**src/rtl/bsld_pkg.sv**
```systemverilog
`timescale 1ns / 1ps
// ----------------------------------------------------------------------------
// bsld_pkg: shared definitions for the bounded squared distance block
// Element, lane and accumulator widths, the input word layout, and the
// register map of the configuration port.
// ----------------------------------------------------------------------------
package bsld_pkg;

    localparam int LANES         = 4;
    localparam int ELEM_BITS     = 16;
    localparam int ACC_BITS      = 48;
    localparam int LANE_CNT_BITS = $clog2(LANES + 1);

    // A lane square is exact in twice the element width, since |a - b| fits
    // in ELEM_BITS unsigned bits.
    localparam int SQ_BITS       = 2 * ELEM_BITS;
    localparam int ITEM_SUM_BITS = SQ_BITS + $clog2(LANES);

    localparam int APB_DATA_BITS = 64;
    localparam int APB_ADDR_BITS = 4;

    typedef logic [0:0] reg_idx_t;
    localparam reg_idx_t REG_DISTANCE_BOUND = 1'b0;

    localparam logic [ACC_BITS-1:0] ACC_MAX = '1;

    typedef logic signed [ELEM_BITS-1:0] elem_t;

    typedef struct packed {
        elem_t [LANES-1:0]        a;
        elem_t [LANES-1:0]        b;
        logic [LANE_CNT_BITS-1:0] lanes_valid;
        logic                     last;
    } item_t;

endpackage

```
**src/rtl/bsld_lane_sum.sv**
```systemverilog
`timescale 1ns / 1ps
// ----------------------------------------------------------------------------
// bsld_lane_sum: lane squares and their sum
// Forms a - b in every lane, squares its magnitude, and adds the squares of
// the valid lanes into one exact word sum.
// ----------------------------------------------------------------------------
module bsld_lane_sum (
    input  bsld_pkg::item_t                        item,
    output logic [bsld_pkg::ITEM_SUM_BITS-1:0]     item_sum
);
    import bsld_pkg::*;

    logic signed [ELEM_BITS:0] diff [LANES];
    logic [ELEM_BITS-1:0]      mag  [LANES];
    logic [SQ_BITS-1:0]        sq   [LANES];

    always_comb
    begin
        item_sum = '0;
        for (int k = 0; k < LANES; k++)
        begin
            diff[k] = {item.a[k][ELEM_BITS-1], item.a[k]}
                    - {item.b[k][ELEM_BITS-1], item.b[k]};
            mag[k]  = diff[k][ELEM_BITS] ? ELEM_BITS'(-diff[k])
                                         : diff[k][ELEM_BITS-1:0];
            sq[k]   = mag[k] * mag[k];
            // Lane counts above LANES cover every lane, which saturates them.
            if (LANE_CNT_BITS'(k) < item.lanes_valid)
            begin
                item_sum = item_sum + ITEM_SUM_BITS'(sq[k]);
            end
        end
    end

endmodule

```
**src/rtl/bounded_squared_l2_distance.sv**
```systemverilog
`timescale 1ns / 1ps
// ----------------------------------------------------------------------------
// bounded_squared_l2_distance: streaming squared distance with early exit
// Accumulates squared lane differences of two vectors against a bound and
// reports the distance and an exceeded flag on the last word of a vector.
// ----------------------------------------------------------------------------
// The block takes one word per cycle, each carrying up to four element pairs
// and a count of valid lanes, and sustains that rate for any mix of words
// while the input does not stall. A word passes three registered steps: the
// input register, the lane square and sum register, and the accumulator with
// the result register. The loop around the 48-bit saturating add and bound
// compare is what sets the rate of one word per cycle. Once the running sum
// exceeds distance_bound (written over the APB port at byte address 0), the
// sum freezes and exceeded is reported with the word marked last, after which
// the sum and flag return to zero. The input only stalls when a last word
// must leave the square stage while an earlier result still waits.
// ----------------------------------------------------------------------------
module bounded_squared_l2_distance (
    input  logic                                   clk,
    input  logic                                   rst_n,
    // Configuration port.
    input  logic                                   psel,
    input  logic                                   penable,
    input  logic                                   pwrite,
    input  logic [bsld_pkg::APB_ADDR_BITS-1:0]     paddr,
    input  logic [bsld_pkg::APB_DATA_BITS-1:0]     pwdata,
    output logic [bsld_pkg::APB_DATA_BITS-1:0]     prdata,
    output logic                                   pready,
    // Input words.
    input  logic                                   in_valid,
    output logic                                   in_ready,
    input  logic signed [bsld_pkg::ELEM_BITS-1:0]  a_lane0,
    input  logic signed [bsld_pkg::ELEM_BITS-1:0]  a_lane1,
    input  logic signed [bsld_pkg::ELEM_BITS-1:0]  a_lane2,
    input  logic signed [bsld_pkg::ELEM_BITS-1:0]  a_lane3,
    input  logic signed [bsld_pkg::ELEM_BITS-1:0]  b_lane0,
    input  logic signed [bsld_pkg::ELEM_BITS-1:0]  b_lane1,
    input  logic signed [bsld_pkg::ELEM_BITS-1:0]  b_lane2,
    input  logic signed [bsld_pkg::ELEM_BITS-1:0]  b_lane3,
    input  logic [bsld_pkg::LANE_CNT_BITS-1:0]     lanes_valid,
    input  logic                                   last,
    // Result words.
    output logic                                   out_valid,
    input  logic                                   out_ready,
    output logic [bsld_pkg::ACC_BITS-1:0]          distance,
    output logic                                   exceeded
);
    import bsld_pkg::*;

    // Configuration register.
    logic [ACC_BITS-1:0]      bound_reg, bound_next;
    reg_idx_t                 reg_index;
    logic                     cfg_write;

    // Input register stage.
    logic                     s0_valid_reg, s0_valid_next;
    item_t                    s0_item_reg;
    item_t                    in_item;

    // Square and sum stage.
    logic                     s1_valid_reg, s1_valid_next;
    logic                     s1_last_reg, s1_last_next;
    logic [ITEM_SUM_BITS-1:0] s1_sum_reg;
    logic [ITEM_SUM_BITS-1:0] lane_sum;

    // Accumulator and result register.
    logic [ACC_BITS-1:0]      running_sum_reg, running_sum_next;
    logic                     over_bound_reg, over_bound_next;
    logic                     out_valid_reg, out_valid_next;
    logic [ACC_BITS-1:0]      distance_reg, distance_next;
    logic                     exceeded_reg, exceeded_next;

    logic                     block;
    logic                     adv1;
    logic                     load1;
    logic                     accept;
    logic [ACC_BITS:0]        acc_sum;
    logic [ACC_BITS-1:0]      acc_sat;
    logic [ACC_BITS-1:0]      new_sum;
    logic                     new_over;

    // ------------------------------------------------------------------
    // Configuration port. Writes complete in the access cycle; the
    // register index is taken from the 8-byte word address.
    // ------------------------------------------------------------------
    assign pready    = 1'b1;
    assign reg_index = paddr[APB_ADDR_BITS-1];
    assign cfg_write = psel && penable && pwrite && pready;

    always_comb
    begin
        bound_next = bound_reg;
        if (cfg_write && (reg_index == REG_DISTANCE_BOUND))
        begin
            bound_next = pwdata[ACC_BITS-1:0];
        end
        if (reg_index == REG_DISTANCE_BOUND)
        begin
            prdata = APB_DATA_BITS'(bound_reg);
        end
        else
        begin
            prdata = '0;
        end
    end

    // ------------------------------------------------------------------
    // Flow control. Only a last word in the square stage needs the result
    // register; any other word moves into the accumulator every cycle.
    // ------------------------------------------------------------------
    assign block    = s1_valid_reg && s1_last_reg && out_valid_reg && !out_ready;
    assign adv1     = s1_valid_reg && !block;
    assign load1    = s0_valid_reg && (!s1_valid_reg || !block);
    assign in_ready = !s0_valid_reg || load1;
    assign accept   = in_valid && in_ready;

    assign in_item.a[0]        = a_lane0;
    assign in_item.a[1]        = a_lane1;
    assign in_item.a[2]        = a_lane2;
    assign in_item.a[3]        = a_lane3;
    assign in_item.b[0]        = b_lane0;
    assign in_item.b[1]        = b_lane1;
    assign in_item.b[2]        = b_lane2;
    assign in_item.b[3]        = b_lane3;
    assign in_item.lanes_valid = lanes_valid;
    assign in_item.last        = last;

    bsld_lane_sum u_lane_sum (
        .item     (s0_item_reg),
        .item_sum (lane_sum)
    );

    always_comb
    begin
        s0_valid_next = s0_valid_reg;
        if (accept)
        begin
            s0_valid_next = 1'b1;
        end
        else if (load1)
        begin
            s0_valid_next = 1'b0;
        end

        s1_valid_next = s1_valid_reg;
        s1_last_next  = s1_last_reg;
        if (load1)
        begin
            s1_valid_next = 1'b1;
            s1_last_next  = s0_item_reg.last;
        end
        else if (adv1)
        begin
            s1_valid_next = 1'b0;
        end
    end

    // ------------------------------------------------------------------
    // Accumulator. The word sum is added with saturation and checked
    // against the bound with a strict greater-than. While the flag is set
    // the sum holds its value. A last word writes the result register and
    // returns the accumulator to zero.
    // ------------------------------------------------------------------
    always_comb
    begin
        acc_sum = {1'b0, running_sum_reg} + (ACC_BITS + 1)'(s1_sum_reg);
        acc_sat = acc_sum[ACC_BITS] ? ACC_MAX : acc_sum[ACC_BITS-1:0];

        if (over_bound_reg)
        begin
            new_sum  = running_sum_reg;
            new_over = 1'b1;
        end
        else
        begin
            new_sum  = acc_sat;
            new_over = acc_sat > bound_reg;
        end

        running_sum_next = running_sum_reg;
        over_bound_next  = over_bound_reg;
        distance_next    = distance_reg;
        exceeded_next    = exceeded_reg;
        out_valid_next   = out_valid_reg && !out_ready;

        if (adv1)
        begin
            if (s1_last_reg)
            begin
                distance_next    = new_sum;
                exceeded_next    = new_over;
                out_valid_next   = 1'b1;
                running_sum_next = '0;
                over_bound_next  = 1'b0;
            end
            else
            begin
                running_sum_next = new_sum;
                over_bound_next  = new_over;
            end
        end
    end

    always_ff @(posedge clk or negedge rst_n)
    begin
        if (!rst_n)
        begin
            bound_reg       <= ACC_MAX;
            s0_valid_reg    <= 1'b0;
            s1_valid_reg    <= 1'b0;
            s1_last_reg     <= 1'b0;
            running_sum_reg <= '0;
            over_bound_reg  <= 1'b0;
            out_valid_reg   <= 1'b0;
        end
        else
        begin
            bound_reg       <= bound_next;
            s0_valid_reg    <= s0_valid_next;
            s1_valid_reg    <= s1_valid_next;
            s1_last_reg     <= s1_last_next;
            running_sum_reg <= running_sum_next;
            over_bound_reg  <= over_bound_next;
            out_valid_reg   <= out_valid_next;
        end
    end

    // Payload registers carry no reset.
    always_ff @(posedge clk)
    begin
        if (accept)
        begin
            s0_item_reg <= in_item;
        end
        if (load1)
        begin
            s1_sum_reg <= lane_sum;
        end
        distance_reg <= distance_next;
        exceeded_reg <= exceeded_next;
    end

    assign out_valid = out_valid_reg;
    assign distance  = distance_reg;
    assign exceeded  = exceeded_reg;

`ifndef NO_ASSERTIONS
    // A last word that leaves the square stage always produces a result.
    assert property (@(posedge clk) disable iff (!rst_n)
        (adv1 && s1_last_reg) |=> out_valid_reg)
    else $error("last word did not produce a result");

    // The accumulator is clear after a vector ends.
    assert property (@(posedge clk) disable iff (!rst_n)
        (adv1 && s1_last_reg) |=> (running_sum_reg == '0) && !over_bound_reg)
    else $error("accumulator not cleared after last word");

    // Once the bound is exceeded the sum stays frozen until the vector ends.
    assert property (@(posedge clk) disable iff (!rst_n)
        (over_bound_reg && !(adv1 && s1_last_reg)) |=> $stable(running_sum_reg))
    else $error("frozen sum changed");

    // The input only stalls when both stages and the result register are full
    // and the result is not being taken.
    assert property (@(posedge clk) disable iff (!rst_n)
        !in_ready |-> (s0_valid_reg && s1_valid_reg && s1_last_reg
                       && out_valid_reg && !out_ready))
    else $error("input stalled without cause");
`endif

endmodule
```
**config.mk**
```make
export PLATFORM = sky130hd
export DESIGN_NAME = bounded_squared_l2_distance
export DESIGN_NICKNAME = d
export VERILOG_FILES = /design/src/rtl/bsld_pkg.sv /design/src/rtl/bsld_lane_sum.sv /design/src/rtl/bounded_squared_l2_distance.sv
export SDC_FILE = /design/constraint.sdc
export NUM_CORES = 2
export LEC_CHECK = 0
export ABC_AREA = 1
export BUFFER_PORTS_ARGS = -buffer_cell sky130_fd_sc_hd__buf_2
export CORE_AREA = 2 2 352 354
export CTS_CLUSTER_DIAMETER = 200
export DETAILED_ROUTE_END_ITERATION = 8
export DIE_AREA = 0 0 354 356
export SLEW_MARGIN = 20
export SYNTH_ARGS = -nofsm -noshare
export SYNTH_HDL_FRONTEND = slang
export SYNTH_HIERARCHICAL = 1
export SYNTH_SLANG_ARGS = --single-unit
```
**constraint.sdc**
```tcl
create_clock -name clk -period 20.5 [get_ports clk]
set_input_delay 1.025 -clock clk [delete_from_list [all_inputs] [get_ports clk]]
set_output_delay 1.025 -clock clk [all_outputs]
set_load 0.05 [all_outputs]
```
## Yosys cells after proc, flatten, opt, wreduce, memory -nomap -nowiden

Index checks and enable logic that the tools add are counted.
W data, S select, Z words.

| storage, ports and cells | value |
|---|---|
| output and inout port bits | 116 |
| register bits | 316 |
| logic and storage cells | 81 |
| bits of input ports | 207 |

| operators by class | value |
|---|---|
| $mul | 4 |
| bitwise gates (word level) | 1 |
| magnitude comparators | 5 |
| $add $sub $neg | 12 |
| muxes and demuxes | 20 |
| reduce and logical (&&, ||, !) cells | 19 |

Operators by type and width:

| operator | count |
|---|---|
| $mux W48 | 4 |
| $mul A16 B16 Y32 | 4 |
| $mux W34 | 3 |
| $add A34 B32 Y34 | 2 |
| $sub A16 B16 Y17 | 4 |
| $mux W16 | 4 |
| $neg A16 Y16 | 4 |
| $add A48 B34 Y49 | 1 |
| $gt A48 B48 Y1 | 1 |
| $add A32 B32 Y33 | 1 |
| $mux W32 | 1 |
| $logic_and A1 B1 Y1 | 10 |
| $mux W1 | 8 |
| $lt A1 B3 Y1 const A | 2 |
| $lt A2 B3 Y1 const A | 2 |
| $logic_not A1 Y1 | 4 |
| $reduce_bool A2 Y1 | 2 |
| $logic_or A1 B1 Y1 | 2 |
| $reduce_and A2 Y1 | 1 |
| $not A1 Y1 | 1 |

## Logic depth before layout (Yosys ltp)

| logic depth | value |
|---|---|
| depth after elaboration | 11 |
| depth in mapped cells | 91 |
| mapped depth without buffers | 90 |

## Modules after synthesis

Netlist, hierarchy kept.

Modules (own cells, without submodules):

| module | area an instance (µm²) | cells an instance | instances | seq. area each (µm²) |
|---|---|---|---|---|
| bsld_lane_sum | 38127.8 | 5128 | 1 | 0.0 |
| bounded_squared_l2_distance | 16559.6 | 1843 | 1 | 9043.7 |

## Worst setup path after synthesis

OpenSTA, ideal clock, no wires.

| path | value |
|---|---|
| path type | flip-flop to flip-flop |
| from | register s0_item_reg[4] (netlist bit) |
| to | register s1_sum_reg[30], data pin |
| arrival | 16.643 ns |
| slack | 3.604 ns |
| period minus slack after synthesis | 16.896 ns |
| path buffers | 1 |
| setup time | 0.253 ns |
| required time | 20.247 ns |
| cell stages (with the launch flop) | 77 |
| path through | edfxtp_1 > ha_1 > fa_1 > inv_1 > nand3_2 > nand2_1 > nand2_1 > nand2_1 > nand3_1 > nand2_1 > nand2_1 > nand2_2 > inv_2 > or2_1 > o21ai_2 > inv_2 > buf_2 > nor2_1 > [... 41 more ...] > o21ai_0 > xor2_1 > or2_2 > nand2_1 > fa_1 > fa_1 > inv_1 > fa_1 > fa_1 > ha_1 > a21oi_1 > o21ai_0 > a21boi_0 > o211ai_1 > a31o_2 > or2_2 > nand3_1 > nand2_1 |

| on the way | value |
|---|---|
| longest elaborated chain between the ends | 11 |

RTL lines:

| what | line | RTL |
|---|---|---|
| from (decl) | bounded_squared_l2_distance.sv:57 | `item_t s0_item_reg;` |
| from (signal assigned) | bounded_squared_l2_distance.sv:233 | `s0_item_reg <= in_item;` |
| $sub A16 B16 Y17 * | bsld_lane_sum.sv:23 | `- {item.b[k][ELEM_BITS-1], item.b[k]};` |
| $neg A16 Y16 | bsld_lane_sum.sv:24 | `mag[k] = diff[k][ELEM_BITS] ? ELEM_BITS'(-diff[k])` |
| $mux W16 * | bsld_lane_sum.sv:24 |  |
| $mul A16 B16 Y32 * | bsld_lane_sum.sv:26 | `sq[k] = mag[k] * mag[k];` |
| $mux W32 * | bsld_lane_sum.sv:28 | `if (LANE_CNT_BITS'(k) < item.lanes_valid)` |
| $add A32 B32 Y33 | bsld_lane_sum.sv:30 | `item_sum = item_sum + ITEM_SUM_BITS'(sq[k]);` |
| $mux W34 * | bsld_lane_sum.sv:28 |  |
| $add A34 B32 Y34 | bsld_lane_sum.sv:30 |  |
| $mux W34 * | bsld_lane_sum.sv:28 |  |
| $add A34 B32 Y34 | bsld_lane_sum.sv:30 |  |
| $mux W34 * | bsld_lane_sum.sv:28 |  |
| via lane_sum[30] | bounded_squared_l2_distance.sv:64 | `logic [ITEM_SUM_BITS-1:0] lane_sum;` |
| to (signal assigned) | bounded_squared_l2_distance.sv:237 | `s1_sum_reg <= lane_sum;` |
| to (decl) | bounded_squared_l2_distance.sv:63 | `logic [ITEM_SUM_BITS-1:0] s1_sum_reg;` |

The timed path passes the listed nets; every way through them passes the cells marked *.
A chain may end at the register's enable or synchronous reset.

## Worst setup path in the final report

Same ends and word-level chain as after synthesis.

==> metrics.log <==
INFO  metric place.port_buffers = 286
INFO  metric final_hold_viol_count = 0
INFO  metric rows = 129
INFO  metric die_width = 354 um
INFO  metric ys_seq_elements = 316
INFO  metric netlist.area_leader.share = 0.275
INFO  metric dominant_cell_type_by_area_after_synthesis = fa_1
INFO  metric setup.worst_path.end_class = flop
INFO  metric drt_pre_antenna_iters = 9
INFO  metric tritoncts = yes
INFO  metric grt_use_total = 0.237
INFO  metric critical_path.max_fanout = 15
INFO  metric grt_remaining_overflow = 0
INFO  metric critical_path.n_buffers_inverters = 18
INFO  metric grt_pass1_wl = 238 mm
INFO  metric max_cap_violations = 0
INFO  metric critPathMaxStageDelay = 0.58 ns
INFO  metric setup_repair_after_global_routing_missed_its_margin = no
INFO  metric fillerInstances = 12200
INFO  metric via_count = 43700
INFO  metric final_nets = 8719
INFO  metric wirelength = 146 mm
INFO  metric synth.top_cells.by_area = fa_1 (27%), ha_1 (13%), inv_1 (12%)
INFO  metric critical_path_arrival = 19.41 ns
INFO  metric globalplace.congestion = 0.954
INFO  metric post_synth_instance_area = 54700 sq um
INFO  metric drt-initial-drc-count = 2776
INFO  metric clock_path_buffers = 3
INFO  metric die_height = 356 um
INFO  metric postCtsSetupBuffers = 0
INFO  metric clkTransAtPathRegs = 0.07 ns
INFO  metric syn_avg_cell_area = 7.84 sq um
INFO  metric final_max_slew_viol_count = 0
INFO  metric timing.max_slew.rel_slack = 0.287
INFO  metric synth_to_layout_area_growth = 8.23%
INFO  metric post_drt_wl_per_cell = 16.4 um
INFO  metric transition_time_of_the_tightest_slew_check_pin = 1.07 ns
INFO  metric final.min_clock_period = 19.04 ns
INFO  metric cts-hold-fix-buffers = 0
INFO  metric fp.dieArea = 126000 sq um
INFO  metric post-route-period-util = 0.929
INFO  metric flip_flop_count_of_the_largest_register_after_layout = 132
INFO  metric worst-setup-path-type = flop to flop
INFO  metric finalSetupViolations = 0
INFO  metric initial_antenna_violation_count = 3
INFO  metric ant_nets = 0
INFO  metric cts_repair_resize_count = 0
INFO  metric type_of_the_tightest_min_delay_check = primary input to async pin
INFO  metric level_count_of_the_clock_h_tree = 2
INFO  metric cell_with_the_largest_stage_delay_on_the_worst_path = fa_1
INFO  metric start_util = 0.446
INFO  metric clock_skew = 0.0143 ns
INFO  metric netlist_instances = 6971
INFO  metric cts.sinks = 316
INFO  metric vias_per_cell = 4.92
INFO  metric detail_route.drc_violations = 0
INFO  metric critPathLaunchType = flop
INFO  metric ios = 323
INFO  metric yosys_most_used_dff = edfxtp_1
INFO  metric worst_skew_pair.late_latency = 0.63 ns
INFO  metric crit_required = 20.88 ns
INFO  metric critical-path-top-cell-by-count = fa_1
INFO  metric pin_count_of_the_biggest_net_entering_global_routing = 97
INFO  metric synth_cell_types = 66
INFO  metric number_of_buffers_created_by_cts = 38
INFO  metric core_area = 123000 sq um
INFO  metric synth_async_sr_flop_share = 0.320
INFO  metric dp.final_hpwl = 123 mm
INFO  metric outcome = finished clean
INFO  metric cts_root_cell = clkbuf_16
INFO  metric final_layout_size_suffix_gt1_frac = 0.0878
INFO  metric setup-tns-final = 0 ns
INFO  metric max_freq = 52.5 MHz
INFO  metric synth_enable_flop_cells = 215
INFO  metric first_global_vias = 44700
INFO  metric cpLargestDelayFamily = adder cells
INFO  metric share_of_synthesized_area_occupied_by_flip_flops_and_latches = 0.165
INFO  metric synthesis_warning_total = 6
==> through the flow <==
stage          setup WS [ns]  area (sq um)  std cells  utilization  hold slack (ns)
5_1_grt                0.140         59200       8878        0.482            0.389
3_3_place_gp            1.42         57900       8806        0.472            0.496
6_report                1.46         59200       8878        0.482            0.367
3_5_place_dp            1.43         57900       8806        0.472            0.498
4_1_cts                 1.38         59200       8876        0.482            0.346
2_1_floorplan           3.60         54700       6986            -            0.453
==> cell families (layout without fill, tap and decap cells) <==
family,Yosys count,after routing,share of synthesized area
other,2,18,0.000137
and+or+nand+nor,2582,2582,0.198
xor gates and xnor gates,175,175,0.0289
buffers and inverters,1945,2199,0.138
DFF,316,316,0.165
AOI/OAI and AO/OA,648,648,0.0682
adders and majority gates,1302,1302,0.401
muxes,1,1,0.000206
==> metal layers <==
layer	wire length [um]	vias up	global-route usage
met5	0	-	0
met4	3840	0	0.0635
met3	6880	171	0.0248
met2	68700	1041	0.402
met1	66300	20900	0.325
li1	-	21600	-
==> area by class of cell <==
type | instances | area (sq um) | share of cell area
timing repair buffer | 339 | 1840 | 0.0312
sequential | 316 | 9040 | 0.153
tap | 1637 | 2050 | 0.0346
antenna | 1 | 2.50 | 0.0000423
clock buffer | 45 | 987 | 0.0167
inverter | 1790 | 6730 | 0.114
clock inverter | 25 | 308 | 0.00520
multi-input combinational | 4725 | 38200 | 0.646
==> cells in the final DEF (no fill, tap or decap), drive strengths merged, types with 2 or more instances in the layout <==
cell type / netlist / final
inv: 1789 / 1791
nand2: 1346 / 1346
nor2: 754 / 754
fa: 750 / 750
ha: 552 / 552
buf: 98 / 339
a21oi: 305 / 305
nand3: 276 / 276
edfxtp: 215 / 215
o21ai: 209 / 209
xor2: 106 / 106
xnor2: 69 / 69
nand4: 61 / 61
dfrtp: 53 / 53
dfstp: 48 / 48
clkbuf: 57 / 45
or2: 39 / 39
nor3: 36 / 36
and2: 33 / 33
a31oi: 27 / 27
o211ai: 22 / 22
nand3b: 20 / 20
o21a: 20 / 20
o21bai: 17 / 17
conb: 2 / 17
a21o: 17 / 17
clkinv: 1 / 17
nor4: 13 / 13
a21boi: 10 / 10
bufinv: 0 / 5
a221oi: 5 / 5
a211oi: 4 / 4
o22ai: 3 / 3
and3: 2 / 2
clkinvlp: 0 / 2
o31ai: 2 / 2
a31o: 2 / 2
o221ai: 2 / 2
==> synthesized netlist by cell type (15+ instances only) <==
| master | instances |
|---|---|
| buf_4 | 35 |
| nand3_1 | 268 |
| dfstp_2 | 48 |
| nand2_2 | 29 |
| nand3b_1 | 20 |
| a21o_1 | 17 |
| a31oi_1 | 21 |
| nand2_1 | 1316 |
| clkbuf_1 | 57 |
| o21bai_1 | 17 |
| dfrtp_1 | 53 |
| inv_2 | 37 |
| nor2_1 | 726 |
| o21a_1 | 20 |
| fa_1 | 750 |
| nor2_2 | 15 |
| buf_2 | 44 |
| nor3_1 | 31 |
| xor2_1 | 100 |
| xnor2_1 | 69 |
| o211ai_1 | 21 |
| edfxtp_1 | 215 |
| a21oi_1 | 298 |
| inv_1 | 1751 |
| o21ai_0 | 175 |
| nand4_1 | 61 |
| ha_1 | 552 |
| o21ai_1 | 24 |
| and2_1 | 33 |
| or2_2 | 33 |
==> final timing paths <==
check | startpoint | slack, ns | end | cells after the start
worst min register to register | bound_reg[0]$_DFFE_PN1P_ | 0.51 | bound_reg[0]$_DFFE_PN1P_ | 2
worst max register to register | s0_item_reg[4]$_DFFE_PP_ | 1.46 | s1_sum_reg[30]$_DFFE_PP_ | 80
worst min-delay path | rst_n | 0.37 | running_sum_reg[46]$_DFFE_PN0P_ | 1
min in group clk | bound_reg[0]$_DFFE_PN1P_ | 0.51 | bound_reg[0]$_DFFE_PN1P_ | 2
worst max-delay path | s0_item_reg[4]$_DFFE_PP_ | 1.46 | s1_sum_reg[30]$_DFFE_PP_ | 80
max in group asynchronous | rst_n | 18.86 | s1_last_reg$_DFFE_PN0P_ | 2
Power is not shown: default switching activity piles up to over one toggle a cycle in this logic, so the estimate is an artifact.
